## src/mpfd_pkg.sv

```systemverilog
`timescale 1ns / 1ps
// ----------------------------------------------------------------------------
// mpfd_pkg
// Shared types and constants of the motor PID / feedforward drive block.
// ----------------------------------------------------------------------------
package mpfd_pkg;

  localparam int unsigned PWM_LIMIT = 255;
  localparam int unsigned DEAD_BAND = 10;
  localparam int unsigned DUTY_MAX  = 255;

  // log2(e) in Q.30 and ln(2) in Q0.30
  localparam logic [30:0] LOG2E_Q30 = 31'd1549082005;
  localparam logic [29:0] LN2_Q30   = 30'd744261118;

  // feedforward magnitude cap, 2^46-1
  localparam logic [45:0] FF_CAP = '1;

  localparam int unsigned TAYLOR_TERMS = 12;

  // shared multiplier operand/product widths
  localparam int unsigned MUL_A_W = 37;
  localparam int unsigned MUL_B_W = 33;
  localparam int unsigned MUL_P_W = 64;

  // divider widths
  localparam int unsigned DIV_N_W = 34;
  localparam int unsigned DIV_D_W = 16;

  localparam int unsigned CFG_IDX_W = 3;

  typedef enum logic [CFG_IDX_W-1:0] {
    CFG_TARGET   = 3'd0,
    CFG_GAIN_P   = 3'd1,
    CFG_GAIN_I   = 3'd2,
    CFG_GAIN_D   = 3'd3,
    CFG_FF_SCALE = 3'd4,
    CFG_FF_EXP   = 3'd5
  } mpfd_cfg_e;

  typedef enum logic [3:0] {
    OP_ERR   = 4'd0,   // form error and error delta
    OP_EDT   = 4'd1,   // err*dt, integrate
    OP_DERIV = 4'd2,   // delta/dt
    OP_BX    = 4'd3,   // x = B*|target|
    OP_XL    = 4'd4,   // y = x*log2(e)
    OP_FL    = 4'd5,   // r = frac(y)*ln2
    OP_TR    = 4'd6,   // term*r
    OP_TN    = 4'd7,   // term/n, accumulate
    OP_AV    = 4'd8,   // A*series
    OP_FFSH  = 4'd9,   // scale by 2^k, saturate
    OP_P     = 4'd10,
    OP_I     = 4'd11,
    OP_D     = 4'd12
  } mpfd_op_e;

  typedef struct packed {
    logic     load;
    logic     start;
    mpfd_op_e op;
    logic     finish;
  } mpfd_cmd_t;

  typedef struct packed {
    logic done;
    logic tgt_zero;
    logic last_term;
  } mpfd_stat_t;

endpackage

```

## src/mpfd_mul.sv

```systemverilog
`timescale 1ns / 1ps
// ----------------------------------------------------------------------------
// mpfd_mul
// Shared signed multiplier, shift-and-add, one multiplier bit per cycle.
// Stops as soon as the remaining multiplier bits are zero.
// ----------------------------------------------------------------------------
module mpfd_mul (
  input  logic                                     clk_i,
  input  logic                                     rst_ni,
  input  logic                                     start_i,
  input  logic signed [mpfd_pkg::MUL_A_W-1:0]      a_i,
  input  logic signed [mpfd_pkg::MUL_B_W-1:0]      b_i,
  output logic                                     done_o,
  output logic signed [mpfd_pkg::MUL_P_W-1:0]      p_o
);

  logic                               busy_q;
  logic                               done_q;
  logic                               neg_q;
  logic [mpfd_pkg::MUL_P_W-1:0]       am_q;
  logic [mpfd_pkg::MUL_B_W-1:0]       bm_q;
  logic [mpfd_pkg::MUL_P_W-1:0]       acc_q;
  logic signed [mpfd_pkg::MUL_P_W-1:0] p_q;
  logic [mpfd_pkg::MUL_A_W-1:0]       a_mag;
  logic [mpfd_pkg::MUL_B_W-1:0]       b_mag;

  assign a_mag = a_i[mpfd_pkg::MUL_A_W-1] ? mpfd_pkg::MUL_A_W'(-a_i) : a_i;
  assign b_mag = b_i[mpfd_pkg::MUL_B_W-1] ? mpfd_pkg::MUL_B_W'(-b_i) : b_i;

  always_ff @(posedge clk_i or negedge rst_ni) begin
    if (!rst_ni) begin
      busy_q <= 1'b0;
      done_q <= 1'b0;
    end else begin
      done_q <= 1'b0;
      if (start_i) begin
        busy_q <= 1'b1;
      end else if (busy_q && bm_q == '0) begin
        busy_q <= 1'b0;
        done_q <= 1'b1;
      end
    end
  end

  always_ff @(posedge clk_i) begin
    if (start_i) begin
      am_q  <= mpfd_pkg::MUL_P_W'(a_mag);
      bm_q  <= b_mag;
      neg_q <= a_i[mpfd_pkg::MUL_A_W-1] ^ b_i[mpfd_pkg::MUL_B_W-1];
      acc_q <= '0;
    end else if (busy_q) begin
      if (bm_q == '0) begin
        p_q <= neg_q ? -$signed(acc_q) : $signed(acc_q);
      end else begin
        if (bm_q[0]) acc_q <= acc_q + am_q;
        am_q <= am_q << 1;
        bm_q <= bm_q >> 1;
      end
    end
  end

  assign done_o = done_q;
  assign p_o    = p_q;

endmodule

```

## src/mpfd_div.sv

```systemverilog
`timescale 1ns / 1ps
// ----------------------------------------------------------------------------
// mpfd_div
// Unsigned restoring divider, one quotient bit per cycle.
// ----------------------------------------------------------------------------
module mpfd_div (
  input  logic                              clk_i,
  input  logic                              rst_ni,
  input  logic                              start_i,
  input  logic [mpfd_pkg::DIV_N_W-1:0]      num_i,
  input  logic [mpfd_pkg::DIV_D_W-1:0]      den_i,
  output logic                              done_o,
  output logic [mpfd_pkg::DIV_N_W-1:0]      quo_o
);

  localparam int unsigned CntW = $clog2(mpfd_pkg::DIV_N_W + 1);

  logic                             busy_q;
  logic                             done_q;
  logic [CntW-1:0]                  cnt_q;
  logic [mpfd_pkg::DIV_N_W-1:0]     quo_q;
  logic [mpfd_pkg::DIV_D_W:0]       rem_q;
  logic [mpfd_pkg::DIV_D_W-1:0]     den_q;
  logic [mpfd_pkg::DIV_D_W:0]       rem_s;
  logic [mpfd_pkg::DIV_D_W:0]       rem_d;
  logic                             bit_d;

  always_comb begin
    rem_s = {rem_q[mpfd_pkg::DIV_D_W-1:0], quo_q[mpfd_pkg::DIV_N_W-1]};
    bit_d = (rem_s >= {1'b0, den_q});
    rem_d = bit_d ? rem_s - {1'b0, den_q} : rem_s;
  end

  always_ff @(posedge clk_i or negedge rst_ni) begin
    if (!rst_ni) begin
      busy_q <= 1'b0;
      done_q <= 1'b0;
      cnt_q  <= '0;
    end else begin
      done_q <= 1'b0;
      if (start_i) begin
        busy_q <= 1'b1;
        cnt_q  <= CntW'(mpfd_pkg::DIV_N_W);
      end else if (busy_q) begin
        cnt_q <= cnt_q - 1'b1;
        if (cnt_q == CntW'(1)) begin
          busy_q <= 1'b0;
          done_q <= 1'b1;
        end
      end
    end
  end

  always_ff @(posedge clk_i) begin
    if (start_i) begin
      quo_q <= num_i;
      rem_q <= '0;
      den_q <= den_i;
    end else if (busy_q) begin
      quo_q <= {quo_q[mpfd_pkg::DIV_N_W-2:0], bit_d};
      rem_q <= rem_d;
    end
  end

  assign done_o = done_q;
  assign quo_o  = quo_q;

endmodule

```

## src/mpfd_dp.sv

```systemverilog
`timescale 1ns / 1ps
// ----------------------------------------------------------------------------
// mpfd_dp
// Datapath: configuration registers, controller state, shared multiplier and
// divider, feedforward series and the output payload register.
// ----------------------------------------------------------------------------
module mpfd_dp #(
  parameter int unsigned PwmLimit = mpfd_pkg::PWM_LIMIT
) (
  input  logic                              clk_i,
  input  logic                              rst_ni,
  input  logic                              cfg_we_i,
  input  logic [mpfd_pkg::CFG_IDX_W-1:0]    cfg_index_i,
  input  logic [15:0]                       cfg_data_i,
  input  logic [15:0]                       meas_i,
  input  logic [15:0]                       dt_i,
  input  mpfd_pkg::mpfd_cmd_t               cmd_i,
  output mpfd_pkg::mpfd_stat_t              stat_o,
  output logic                              fwd_o,
  output logic                              rev_o,
  output logic [7:0]                        duty_o,
  output logic                              upd_o
);

  localparam logic [47:0] LimW  = 48'(PwmLimit);
  localparam logic [47:0] DeadW = 48'(mpfd_pkg::DEAD_BAND);
  localparam logic [47:0] DutyW = 48'(mpfd_pkg::DUTY_MAX);

  // configuration
  logic signed [15:0] tgt_q, kp_q, ki_q, kd_q, ffb_q;
  logic        [15:0] ffa_q;

  // item and control state
  logic signed [15:0] meas_q;
  logic        [15:0] dt_q;
  logic signed [31:0] integ_q;
  logic signed [16:0] prev_q;
  logic        [7:0]  held_q;

  // working registers
  logic signed [16:0] err_q;
  logic signed [17:0] diff_q;
  logic        [16:0] abs_t_q;
  logic signed [35:0] deriv_q;
  logic signed [33:0] x_q;
  logic signed [31:0] y_q;
  logic        [29:0] r_q;
  logic        [30:0] term_q;
  logic        [31:0] tsum_q;
  logic        [3:0]  n_q;
  logic        [47:0] v_q;
  logic signed [63:0] acc_q;
  mpfd_pkg::mpfd_op_e op_q;
  logic               simple_q;

  logic fwd_q, rev_q, upd_q;
  logic [7:0] duty_q;

  // shared units
  logic                                 mul_start, mul_done;
  logic signed [mpfd_pkg::MUL_A_W-1:0]  mul_a;
  logic signed [mpfd_pkg::MUL_B_W-1:0]  mul_b;
  logic signed [mpfd_pkg::MUL_P_W-1:0]  mul_p;
  logic                                 div_start, div_done;
  logic [mpfd_pkg::DIV_N_W-1:0]         div_num, div_q;
  logic [mpfd_pkg::DIV_D_W-1:0]         div_den;
  logic                                 is_mul, is_div, done;

  logic signed [16:0] err_c;
  logic signed [17:0] diff_c;
  logic        [17:0] abs_diff;
  logic signed [63:0] p_shr16;
  logic signed [33:0] integ_sum;
  logic signed [31:0] integ_d;
  logic signed [35:0] deriv_d;

  mpfd_mul u_mul (
    .clk_i   (clk_i),
    .rst_ni  (rst_ni),
    .start_i (mul_start),
    .a_i     (mul_a),
    .b_i     (mul_b),
    .done_o  (mul_done),
    .p_o     (mul_p)
  );

  mpfd_div u_div (
    .clk_i   (clk_i),
    .rst_ni  (rst_ni),
    .start_i (div_start),
    .num_i   (div_num),
    .den_i   (div_den),
    .done_o  (div_done),
    .quo_o   (div_q)
  );

  always_ff @(posedge clk_i or negedge rst_ni) begin
    if (!rst_ni) begin
      tgt_q <= '0;
      kp_q  <= '0;
      ki_q  <= '0;
      kd_q  <= '0;
      ffa_q <= '0;
      ffb_q <= '0;
    end else if (cfg_we_i) begin
      unique case (cfg_index_i)
        mpfd_pkg::CFG_TARGET:   tgt_q <= cfg_data_i;
        mpfd_pkg::CFG_GAIN_P:   kp_q  <= cfg_data_i;
        mpfd_pkg::CFG_GAIN_I:   ki_q  <= cfg_data_i;
        mpfd_pkg::CFG_GAIN_D:   kd_q  <= cfg_data_i;
        mpfd_pkg::CFG_FF_SCALE: ffa_q <= cfg_data_i;
        mpfd_pkg::CFG_FF_EXP:   ffb_q <= cfg_data_i;
        default: ;
      endcase
    end
  end

  assign err_c  = 17'(tgt_q) - 17'(meas_q);
  assign diff_c = 18'(err_c) - 18'(prev_q);
  assign abs_diff = diff_q[17] ? 18'(-diff_q) : 18'(diff_q);

  always_comb begin
    is_mul = 1'b0;
    is_div = 1'b0;
    mul_a  = '0;
    mul_b  = '0;
    div_num = '0;
    div_den = '0;
    case (cmd_i.op)
      mpfd_pkg::OP_EDT: begin
        is_mul = 1'b1;
        mul_a  = 37'(err_q);
        mul_b  = 33'(dt_q);
      end
      mpfd_pkg::OP_DERIV: begin
        is_div  = (dt_q != '0);
        div_num = {abs_diff[17:0], 16'b0};
        div_den = dt_q;
      end
      mpfd_pkg::OP_BX: begin
        is_mul = 1'b1;
        mul_a  = 37'(ffb_q);
        mul_b  = 33'(abs_t_q);
      end
      mpfd_pkg::OP_XL: begin
        is_mul = 1'b1;
        mul_a  = 37'(x_q);
        mul_b  = 33'(mpfd_pkg::LOG2E_Q30);
      end
      mpfd_pkg::OP_FL: begin
        is_mul = 1'b1;
        mul_a  = 37'(y_q[19:0]);
        mul_b  = 33'(mpfd_pkg::LN2_Q30);
      end
      mpfd_pkg::OP_TR: begin
        is_mul = 1'b1;
        mul_a  = 37'(term_q);
        mul_b  = 33'(r_q);
      end
      mpfd_pkg::OP_TN: begin
        is_div  = 1'b1;
        div_num = mul_p[63:30];
        div_den = 16'(n_q);
      end
      mpfd_pkg::OP_AV: begin
        is_mul = 1'b1;
        mul_a  = 37'(tsum_q);
        mul_b  = 33'(ffa_q);
      end
      mpfd_pkg::OP_P: begin
        is_mul = 1'b1;
        mul_a  = 37'(err_q);
        mul_b  = 33'(kp_q);
      end
      mpfd_pkg::OP_I: begin
        is_mul = 1'b1;
        mul_a  = 37'(integ_q);
        mul_b  = 33'(ki_q);
      end
      mpfd_pkg::OP_D: begin
        is_mul = 1'b1;
        mul_a  = 37'(deriv_q);
        mul_b  = 33'(kd_q);
      end
      default: ;
    endcase
  end

  assign mul_start = cmd_i.start & is_mul;
  assign div_start = cmd_i.start & is_div;
  assign done      = mul_done | div_done | simple_q;

  // integral update, saturating to 32 bits
  always_comb begin
    p_shr16   = mul_p >>> 16;
    integ_sum = 34'(integ_q) + p_shr16[33:0];
    if (integ_sum > 34'sh0_7FFF_FFFF)       integ_d = 32'sh7FFF_FFFF;
    else if (integ_sum < -34'sh0_8000_0000) integ_d = 32'sh8000_0000;
    else                                    integ_d = integ_sum[31:0];
  end

  assign deriv_d = diff_q[17] ? -$signed({2'b0, div_q}) : $signed({2'b0, div_q});

  // feedforward scale by 2^(k-22) with saturation
  logic signed [12:0] sh;
  logic        [12:0] nsh;
  logic        [47:0] v_shl;
  logic        [45:0] ffm;
  logic signed [47:0] ffs;

  always_comb begin
    sh    = 13'($signed(y_q[31:20])) - 13'sd22;
    nsh   = 13'(-sh);
    v_shl = v_q << sh[5:0];
    ffm   = '0;
    if (v_q == '0) begin
      ffm = '0;
    end else if (!sh[12]) begin
      if (sh >= 13'sd47)                             ffm = mpfd_pkg::FF_CAP;
      else if ((v_q >> (6'd46 - sh[5:0])) != '0)     ffm = mpfd_pkg::FF_CAP;
      else                                           ffm = v_shl[45:0];
    end else begin
      if (nsh >= 13'd48) ffm = '0;
      else               ffm = 46'(v_q >> nsh[5:0]);
    end
    ffs = tgt_q[15] ? -$signed({2'b0, ffm}) : $signed({2'b0, ffm});
  end

  // command: truncate toward zero, clamp, deadband
  logic [63:0] sum_mag;
  logic [47:0] cmd_mag, cmd_clamp;
  logic        dead;

  always_comb begin
    sum_mag   = acc_q[63] ? 64'(-acc_q) : 64'(acc_q);
    cmd_mag   = sum_mag[63:16];
    cmd_clamp = (cmd_mag > LimW) ? LimW : cmd_mag;
    dead      = (cmd_clamp <= DeadW);
  end

  always_ff @(posedge clk_i or negedge rst_ni) begin
    if (!rst_ni) begin
      integ_q  <= '0;
      prev_q   <= '0;
      held_q   <= '0;
      simple_q <= 1'b0;
      op_q     <= mpfd_pkg::OP_ERR;
    end else begin
      simple_q <= cmd_i.start & ~is_mul & ~is_div;
      if (cmd_i.start) op_q <= cmd_i.op;
      if (done) begin
        case (op_q)
          mpfd_pkg::OP_EDT: begin
            integ_q <= integ_d;
            prev_q  <= err_q;
          end
          default: ;
        endcase
      end
      if (cmd_i.finish && !dead) begin
        held_q <= (cmd_clamp > DutyW) ? 8'(DutyW) : cmd_clamp[7:0];
      end
    end
  end

  always_ff @(posedge clk_i) begin
    if (cmd_i.load) begin
      meas_q <= meas_i;
      dt_q   <= dt_i;
      acc_q  <= '0;
    end
    if (done) begin
      case (op_q)
        mpfd_pkg::OP_ERR: begin
          err_q   <= err_c;
          diff_q  <= diff_c;
          abs_t_q <= tgt_q[15] ? 17'(-17'(tgt_q)) : 17'(tgt_q);
        end
        mpfd_pkg::OP_DERIV: deriv_q <= (dt_q == '0) ? '0 : deriv_d;
        mpfd_pkg::OP_BX:    x_q     <= mul_p[33:0];
        mpfd_pkg::OP_XL:    y_q     <= 32'(mul_p >>> 30);
        mpfd_pkg::OP_FL: begin
          r_q    <= mul_p[49:20];
          term_q <= 31'h4000_0000;
          tsum_q <= 32'h4000_0000;
          n_q    <= 4'd1;
        end
        mpfd_pkg::OP_TN: begin
          term_q <= div_q[30:0];
          tsum_q <= tsum_q + div_q[31:0];
          n_q    <= n_q + 4'd1;
        end
        mpfd_pkg::OP_AV:   v_q   <= mul_p[47:0];
        mpfd_pkg::OP_FFSH: acc_q <= 64'(ffs);
        mpfd_pkg::OP_P, mpfd_pkg::OP_I, mpfd_pkg::OP_D: acc_q <= acc_q + mul_p;
        default: ;
      endcase
    end
    if (cmd_i.finish) begin
      if (dead) begin
        fwd_q  <= 1'b0;
        rev_q  <= 1'b0;
        duty_q <= held_q;
        upd_q  <= 1'b0;
      end else begin
        fwd_q  <= ~acc_q[63];
        rev_q  <= acc_q[63];
        duty_q <= (cmd_clamp > DutyW) ? 8'(DutyW) : cmd_clamp[7:0];
        upd_q  <= 1'b1;
      end
    end
  end

  assign stat_o.done      = done;
  assign stat_o.tgt_zero  = (tgt_q == '0);
  assign stat_o.last_term = (n_q == 4'(mpfd_pkg::TAYLOR_TERMS));

  assign fwd_o  = fwd_q;
  assign rev_o  = rev_q;
  assign duty_o = duty_q;
  assign upd_o  = upd_q;

endmodule

```

## src/mpfd_ctrl.sv

```systemverilog
`timescale 1ns / 1ps
// ----------------------------------------------------------------------------
// mpfd_ctrl
// Sequencer: walks the datapath through one update and owns both handshakes.
// ----------------------------------------------------------------------------
module mpfd_ctrl (
  input  logic                  clk_i,
  input  logic                  rst_ni,
  input  logic                  in_valid_i,
  output logic                  in_ready_o,
  output logic                  out_valid_o,
  input  logic                  out_ready_i,
  output mpfd_pkg::mpfd_cmd_t   cmd_o,
  input  mpfd_pkg::mpfd_stat_t  stat_i
);

  typedef enum logic [14:0] {
    ST_IDLE  = 15'b000000000000001,
    ST_ERR   = 15'b000000000000010,
    ST_EDT   = 15'b000000000000100,
    ST_DERIV = 15'b000000000001000,
    ST_BX    = 15'b000000000010000,
    ST_XL    = 15'b000000000100000,
    ST_FL    = 15'b000000001000000,
    ST_TR    = 15'b000000010000000,
    ST_TN    = 15'b000000100000000,
    ST_AV    = 15'b000001000000000,
    ST_FFSH  = 15'b000010000000000,
    ST_P     = 15'b000100000000000,
    ST_I     = 15'b001000000000000,
    ST_D     = 15'b010000000000000,
    ST_FIN   = 15'b100000000000000
  } mpfd_state_e;

  mpfd_state_e state_q, state_d, next_c;
  logic        issued_q, issued_d;
  logic        out_valid_q, out_valid_d;
  mpfd_pkg::mpfd_op_e op_c;

  always_comb begin
    op_c   = mpfd_pkg::OP_ERR;
    next_c = ST_IDLE;
    unique case (state_q)
      ST_ERR:   begin op_c = mpfd_pkg::OP_ERR;   next_c = ST_EDT;   end
      ST_EDT:   begin op_c = mpfd_pkg::OP_EDT;   next_c = ST_DERIV; end
      ST_DERIV: begin op_c = mpfd_pkg::OP_DERIV; next_c = ST_BX;    end
      ST_BX:    begin op_c = mpfd_pkg::OP_BX;    next_c = ST_XL;    end
      ST_XL:    begin op_c = mpfd_pkg::OP_XL;    next_c = ST_FL;    end
      ST_FL:    begin op_c = mpfd_pkg::OP_FL;    next_c = ST_TR;    end
      ST_TR:    begin op_c = mpfd_pkg::OP_TR;    next_c = ST_TN;    end
      ST_TN: begin
        op_c   = mpfd_pkg::OP_TN;
        next_c = stat_i.last_term ? ST_AV : ST_TR;
      end
      ST_AV:    begin op_c = mpfd_pkg::OP_AV;    next_c = ST_FFSH;  end
      ST_FFSH:  begin op_c = mpfd_pkg::OP_FFSH;  next_c = ST_P;     end
      ST_P:     begin op_c = mpfd_pkg::OP_P;     next_c = ST_I;     end
      ST_I:     begin op_c = mpfd_pkg::OP_I;     next_c = ST_D;     end
      ST_D:     begin op_c = mpfd_pkg::OP_D;     next_c = ST_FIN;   end
      ST_IDLE, ST_FIN: ;
      default: ;
    endcase
  end

  always_comb begin
    state_d     = state_q;
    issued_d    = issued_q;
    out_valid_d = out_valid_q & ~out_ready_i;
    in_ready_o  = 1'b0;
    cmd_o       = '{load: 1'b0, start: 1'b0, op: op_c, finish: 1'b0};
    unique case (state_q)
      ST_IDLE: begin
        in_ready_o = 1'b1;
        if (in_valid_i) begin
          cmd_o.load = 1'b1;
          state_d    = stat_i.tgt_zero ? ST_FIN : ST_ERR;
        end
      end
      ST_FIN: begin
        if (!out_valid_q || out_ready_i) begin
          cmd_o.finish = 1'b1;
          out_valid_d  = 1'b1;
          state_d      = ST_IDLE;
        end
      end
      default: begin
        cmd_o.start = ~issued_q;
        issued_d    = 1'b1;
        if (stat_i.done) begin
          issued_d = 1'b0;
          state_d  = next_c;
        end
      end
    endcase
  end

  always_ff @(posedge clk_i or negedge rst_ni) begin
    if (!rst_ni) begin
      state_q     <= ST_IDLE;
      issued_q    <= 1'b0;
      out_valid_q <= 1'b0;
    end else begin
      state_q     <= state_d;
      issued_q    <= issued_d;
      out_valid_q <= out_valid_d;
    end
  end

  assign out_valid_o = out_valid_q;

endmodule

```

## src/motor_pid_feedforward_drive_top.sv

```systemverilog
`timescale 1ns / 1ps
// The shared shift-add multiplier (one bit per cycle, up to 31 bits) and restoring divider
// set the time an item with a nonzero target takes; the 12-term exp series uses both
// twelve times. An item with a zero target goes straight to the output register.
// Throughput: one item per update; the next item is taken once the result is in the
// output register. Reset (rst_ni low, async) clears configuration, integral, previous
// error and held duty.
// ----------------------------------------------------------------------------
// motor_pid_feedforward_drive_top
// Velocity PID with exponential feedforward driving direction pins and PWM duty.
// ----------------------------------------------------------------------------
module motor_pid_feedforward_drive_top #(
  parameter int unsigned PwmLimit = mpfd_pkg::PWM_LIMIT
) (
  input  logic                             clk_i,
  input  logic                             rst_ni,
  input  logic                             s_axis_tvalid,
  output logic                             s_axis_tready,
  // [15:0] measured_velocity, [31:16] elapsed_time
  input  logic [31:0]                      s_axis_tdata,
  output logic                             m_axis_tvalid,
  input  logic                             m_axis_tready,
  // [0] drive_forward, [1] drive_reverse, [9:2] pwm_duty, [10] pwm_updated
  output logic [15:0]                      m_axis_tdata,
  input  logic                             cfg_we_i,
  input  logic [mpfd_pkg::CFG_IDX_W-1:0]   cfg_index_i,
  input  logic [15:0]                      cfg_data_i
);

  mpfd_pkg::mpfd_cmd_t  cmd;
  mpfd_pkg::mpfd_stat_t stat;
  logic       fwd, rev, upd;
  logic [7:0] duty;

  mpfd_ctrl u_ctrl (
    .clk_i       (clk_i),
    .rst_ni      (rst_ni),
    .in_valid_i  (s_axis_tvalid),
    .in_ready_o  (s_axis_tready),
    .out_valid_o (m_axis_tvalid),
    .out_ready_i (m_axis_tready),
    .cmd_o       (cmd),
    .stat_i      (stat)
  );

  mpfd_dp #(
    .PwmLimit (PwmLimit)
  ) u_dp (
    .clk_i       (clk_i),
    .rst_ni      (rst_ni),
    .cfg_we_i    (cfg_we_i),
    .cfg_index_i (cfg_index_i),
    .cfg_data_i  (cfg_data_i),
    .meas_i      (s_axis_tdata[15:0]),
    .dt_i        (s_axis_tdata[31:16]),
    .cmd_i       (cmd),
    .stat_o      (stat),
    .fwd_o       (fwd),
    .rev_o       (rev),
    .duty_o      (duty),
    .upd_o       (upd)
  );

  assign m_axis_tdata = {5'b0, upd, duty, rev, fwd};

endmodule

```

## config.mk

```make
export PLATFORM = sky130hd
export DESIGN_NAME = motor_pid_feedforward_drive_top
export DESIGN_NICKNAME = d
export VERILOG_FILES = /design/src/mpfd_pkg.sv /design/src/mpfd_mul.sv /design/src/mpfd_div.sv /design/src/mpfd_dp.sv /design/src/mpfd_ctrl.sv /design/src/motor_pid_feedforward_drive_top.sv
export SDC_FILE = /design/constraint.sdc
export NUM_CORES = 2
export LEC_CHECK = 0
export ABC_AREA = 1
export ABC_CLOCK_PERIOD_IN_PS = 6750
export BUFFER_PORTS_ARGS = -buffer_cell sky130_fd_sc_hd__buf_2
export CAP_MARGIN = 25
export CORE_ASPECT_RATIO = 1.4
export CORE_MARGIN = 10
export CORE_UTILIZATION = 50
export CTS_CLUSTER_SIZE = 30
export DETAILED_ROUTE_END_ITERATION = 8
export GPL_ROUTABILITY_DRIVEN = 0
export PLACE_DENSITY_LB_ADDON = 0.15
export SLEW_MARGIN = 20
export SYNTH_ARGS = -nofsm -noshare
export SYNTH_HDL_FRONTEND = slang
export SYNTH_SLANG_ARGS = --single-unit
```

## constraint.sdc

```tcl
create_clock -name clk_i -period 6.75 [get_ports clk_i]
set_input_delay 1.6875 -clock clk_i [delete_from_list [all_inputs] [get_ports clk_i]]
set_output_delay 1.6875 -clock clk_i [all_outputs]
set_load 0.03 [all_outputs]
```

==> flow_summary.json <==
{
  "status": "complete, no violations",
  "final_common_cell": "nand2_1",
  "start_kind": "flip-flop",
  "crit_path_end_kind": "flip-flop",
  "powerDensity_nw_per_um2": 294.4,
  "postSynthCellCount": 8772,
  "period_share": 0.8776,
  "final_layout_size_suffix_gt1_frac": 0.05718,
  "synthTopCellsByArea": "edfxtp_1, nand2_1, dfrtp_1, inv_1, o21ai_0",
  "antenna_found_initial": 25,
  "power_frac_clock": 0.263,
  "comb_power_share": 0.356,
  "pwr-share-seq": 0.381,
  "die_area_sq_um": 141300,
  "grt_max_degree": 92,
  "postSynthAreaPerCell_sq_um": 7.210,
  "yosysTopAreaCell": "edfxtp_1",
  "cts_buffer_depth": 3,
  "nFillCells": 12090,
  "grt_pass1_vias": 59530,
  "clock-sinks": 883,
  "cts-buffers-inserted": 91,
  "ios": 74,
  "ant_nets": 0,
  "nets": 9055,
  "critical_path_buf_inv_count": 2,
  "slew_headroom": 0.2484,
  "grt_first_pass_wirelength_microns": 371800,
  "tightest_slew_ns": 1.099,
  "clk_latency_ns": 0.74,
  "period_minus_slack_ns": 5.924,
  "setup_viol": 0,
  "dpl_cell_area_sq_um": 65320,
  "cts_setup_buffers": 0,
  "ys_seq_elements": 883,
  "yosysTopAreaCellShare": 0.2502,
  "firstDrtPassIters": 9,
  "worstSetupPathType": "reg -> reg",
  "slew_violations": 0,
  "overflow": 0,
  "die_height_microns": 440.8,
  "synth_area_sq_um": 63250,
  "p_int_mw": 12.21,
  "synth_cell_types": 77,
  "ys_async_sr_fraction": 0.2095,
  "leakage_nw": 31.35,
  "core_area_sq_um": 125800,
  "cp.required_ns": 7.36,
  "rr_worst_depth": 20,
  "whs_path_depth": 2,
  "cts_tree": "built",
  "portBuffers": 68,
  "synth_flop_cell": "edfxtp_1",
  "die_w_microns": 320.6,
  "crit_slowest_cell": "ha_2",
  "vias": 64420,
  "cap_violations": 0,
  "cts_root_buf": "clkbuf_16",
  "initial_core_util": 0.5027,
  "synth_edf_count": 527,
  "rsz0062_at_grt": "no",
  "max_freq_mhz": 168.8,
  "critPathMaxFanout": 42,
  "min_path_type": "reg -> reg",
  "switching_share": 0.3955,
  "path_cells": "ha_2, inv_2, nand4_1, nand2_1, a31oi_1, o21ai_0, nor2_2, inv_2, a211oi_1, nand2_1, nand3_1, nand2_1, nor2_2, nand2_1, nor2_2, nand4_1, nand3_2, o21ai_0, nand2_1, nand2_1",
  "gr-usage-all-layers": 0.3481,
  "syn_to_final_growth_pct": 8.511,
  "wire_per_inst_microns": 24.08,
  "fin_worst_skew_ns": 0.02307,
  "clk_pin_slew_ns": 0.07,
  "cp_slowest_stage_delay_ns": 0.74,
  "route.detailed.drc": 0,
  "cpMostUsedCell": "nand2_1",
  "cp.depth": 20,
  "fin_area_sq_um": 68630,
  "routed_via_density": 6.141,
  "crit_family": "simple AND/OR/NAND/NOR gates",
  "drtIter0Drc": 8407,
  "yosys_warnings": 0,
  "rows": 154,
  "wirelength_microns": 252600,
  "mostFrequentLayoutCells": "nand2_1, inv_1, nor2_1, o21ai_0, nand3_1",
  "power_mw": 20.20,
  "cts-hold-fix-buffers": 0,
  "ctsResizeCount": 0,
  "tns_ns": 0,
  "dp_hpwl_microns": 188100,
  "cts_max_level": 3,
  "arrival_ns": 6.53,
  "switching_power_mw": 7.991,
  "vdd_drop_max_mv": 0.3014,
  "hold_viol_final": 0,
  "yosysSeqAreaShare": 0.3776
}
-- cell type report --
type	count	area (sq um)	area share
antenna	38	95.09	0.001386
clock buffer	116	2492	0.03632
clock inverter	55	570.5	0.008313
inverter	993	3730	0.05435
multi-input combinational	6570	34440	0.5019
sequential	883	23880	0.3480
tap	1638	2049	0.02986
timing repair buffer	197	1368	0.01993
-- cell usage after synthesis (all sizes together), types with 39 or more instances --
cell type  number
nand3         640
dfxtp         171
nand4          84
edfxtp        527
nor3          152
clkbuf        218
nand2        2230
buf           114
o22ai          60
o21ai         741
or2            40
nor2          824
xor2          200
nor4           90
a22oi          39
inv           979
ha            256
dfrtp         184
a21oi         611
a31oi          91
o211ai         51
xnor2         109
-- power by group through the flow --
stage / Combinational, mW / Clock [mW] / Sequential [mW]
after global placement: 6.88 / 0 / 7.72
after detailed placement: 7.00 / 0 / 7.74
after CTS: 7.05 / 5.35 / 7.63
after global routing: 8.02 / 5.56 / 7.74
after floorplan: 5.28 / 0 / 7.38
final: 7.20 / 5.32 / 7.69
-- per-layer routing --
metal	track usage	part of all wire	vias to the layer above
met5	0	0.00045	-
met4	0.3079	0.10	12
met3	0.08489	0.10	1071
met2	0.5502	0.45	3801
met1	0.3902	0.35	29850
li1	-	-	29680
-- worst reg2reg max path, cell delays in order (launching register included) --
cell and delay, ns:
edfxtp_1 0.47, ha_2 0.74, inv_2 0.40, nand4_1 0.25
nand2_1 0.21, a31oi_1 0.45, o21ai_0 0.17, nor2_2 0.31
inv_2 0.35, a211oi_1 0.74, nand2_1 0.19, nand3_1 0.22
nand2_1 0.13, nor2_2 0.14, nand2_1 0.09, nor2_2 0.13
nand4_1 0.12, nand3_2 0.37, o21ai_0 0.18, nand2_1 0.09
nand2_1 0.07
-- stage by stage --
step	instances	hold WS, ns	utilization	worst slack [ns]
after floorplan	8778	0.4291	-	0.9966
after global placement	10270	0.4463	0.5187	1.141
after detailed placement	10270	0.4502	0.5192	1.123
after CTS	10440	0.4676	0.5435	1.114
after global routing	10460	0.5060	0.5448	0.4198
final	10490	0.4609	0.5454	0.8261
-- kinds of logic (layout without fill, tap and decap cells) --
kind of cell	after synthesis	after routing	synth area share
simple gates	4115	4115	0.2745
compound gates	1865	1865	0.1680
buf+inv	1325	1361	0.08212
flops	883	883	0.3776
xor+xnor	309	309	0.04315
fa+ha+maj	263	263	0.05286
mux	11	11	0.001741
other cells	1	45	0.00005929
-- final timing paths --
| check | slack, ns | to | startpoint |
|---|---|---|---|
| worst max-delay path | 0.83 | u_dp.acc_q[60]$_DFF_P_ | u_dp.y_q[22]$_DFFE_PP_ |
| worst min-delay path | 0.46 | u_dp.u_div.rem_q[15]$_SDFFE_PP0P_ | u_dp.u_div.rem_q[15]$_SDFFE_PP0P_ |
| worst max register to register | 0.83 | u_dp.acc_q[60]$_DFF_P_ | u_dp.y_q[22]$_DFFE_PP_ |
| worst min register to register | 0.46 | u_dp.u_div.rem_q[15]$_SDFFE_PP0P_ | u_dp.u_div.rem_q[15]$_SDFFE_PP0P_ |
| max in group asynchronous | 4.34 | u_dp.integ_q[7]$_DFFE_PN0P_ | rst_ni |
| min in group asynchronous | 1.06 | u_dp.ki_q[9]$_DFFE_PN0P_ | rst_ni |
-- state kept, by name, summed over array words and instances, names as in the netlist, 33 cells and up --
signal and count:
u_dp.deriv_q 36, u_dp.x_q 34, u_dp.u_mul.acc_q 64, u_dp.u_mul.p_o 64, u_dp.acc_q 64, u_dp.v_q 48
u_dp.u_mul.am_q 64, u_dp.u_mul.bm_q 33, u_dp.u_div.quo_o 34
No activity file was read; power rests on OpenSTA's default activity.
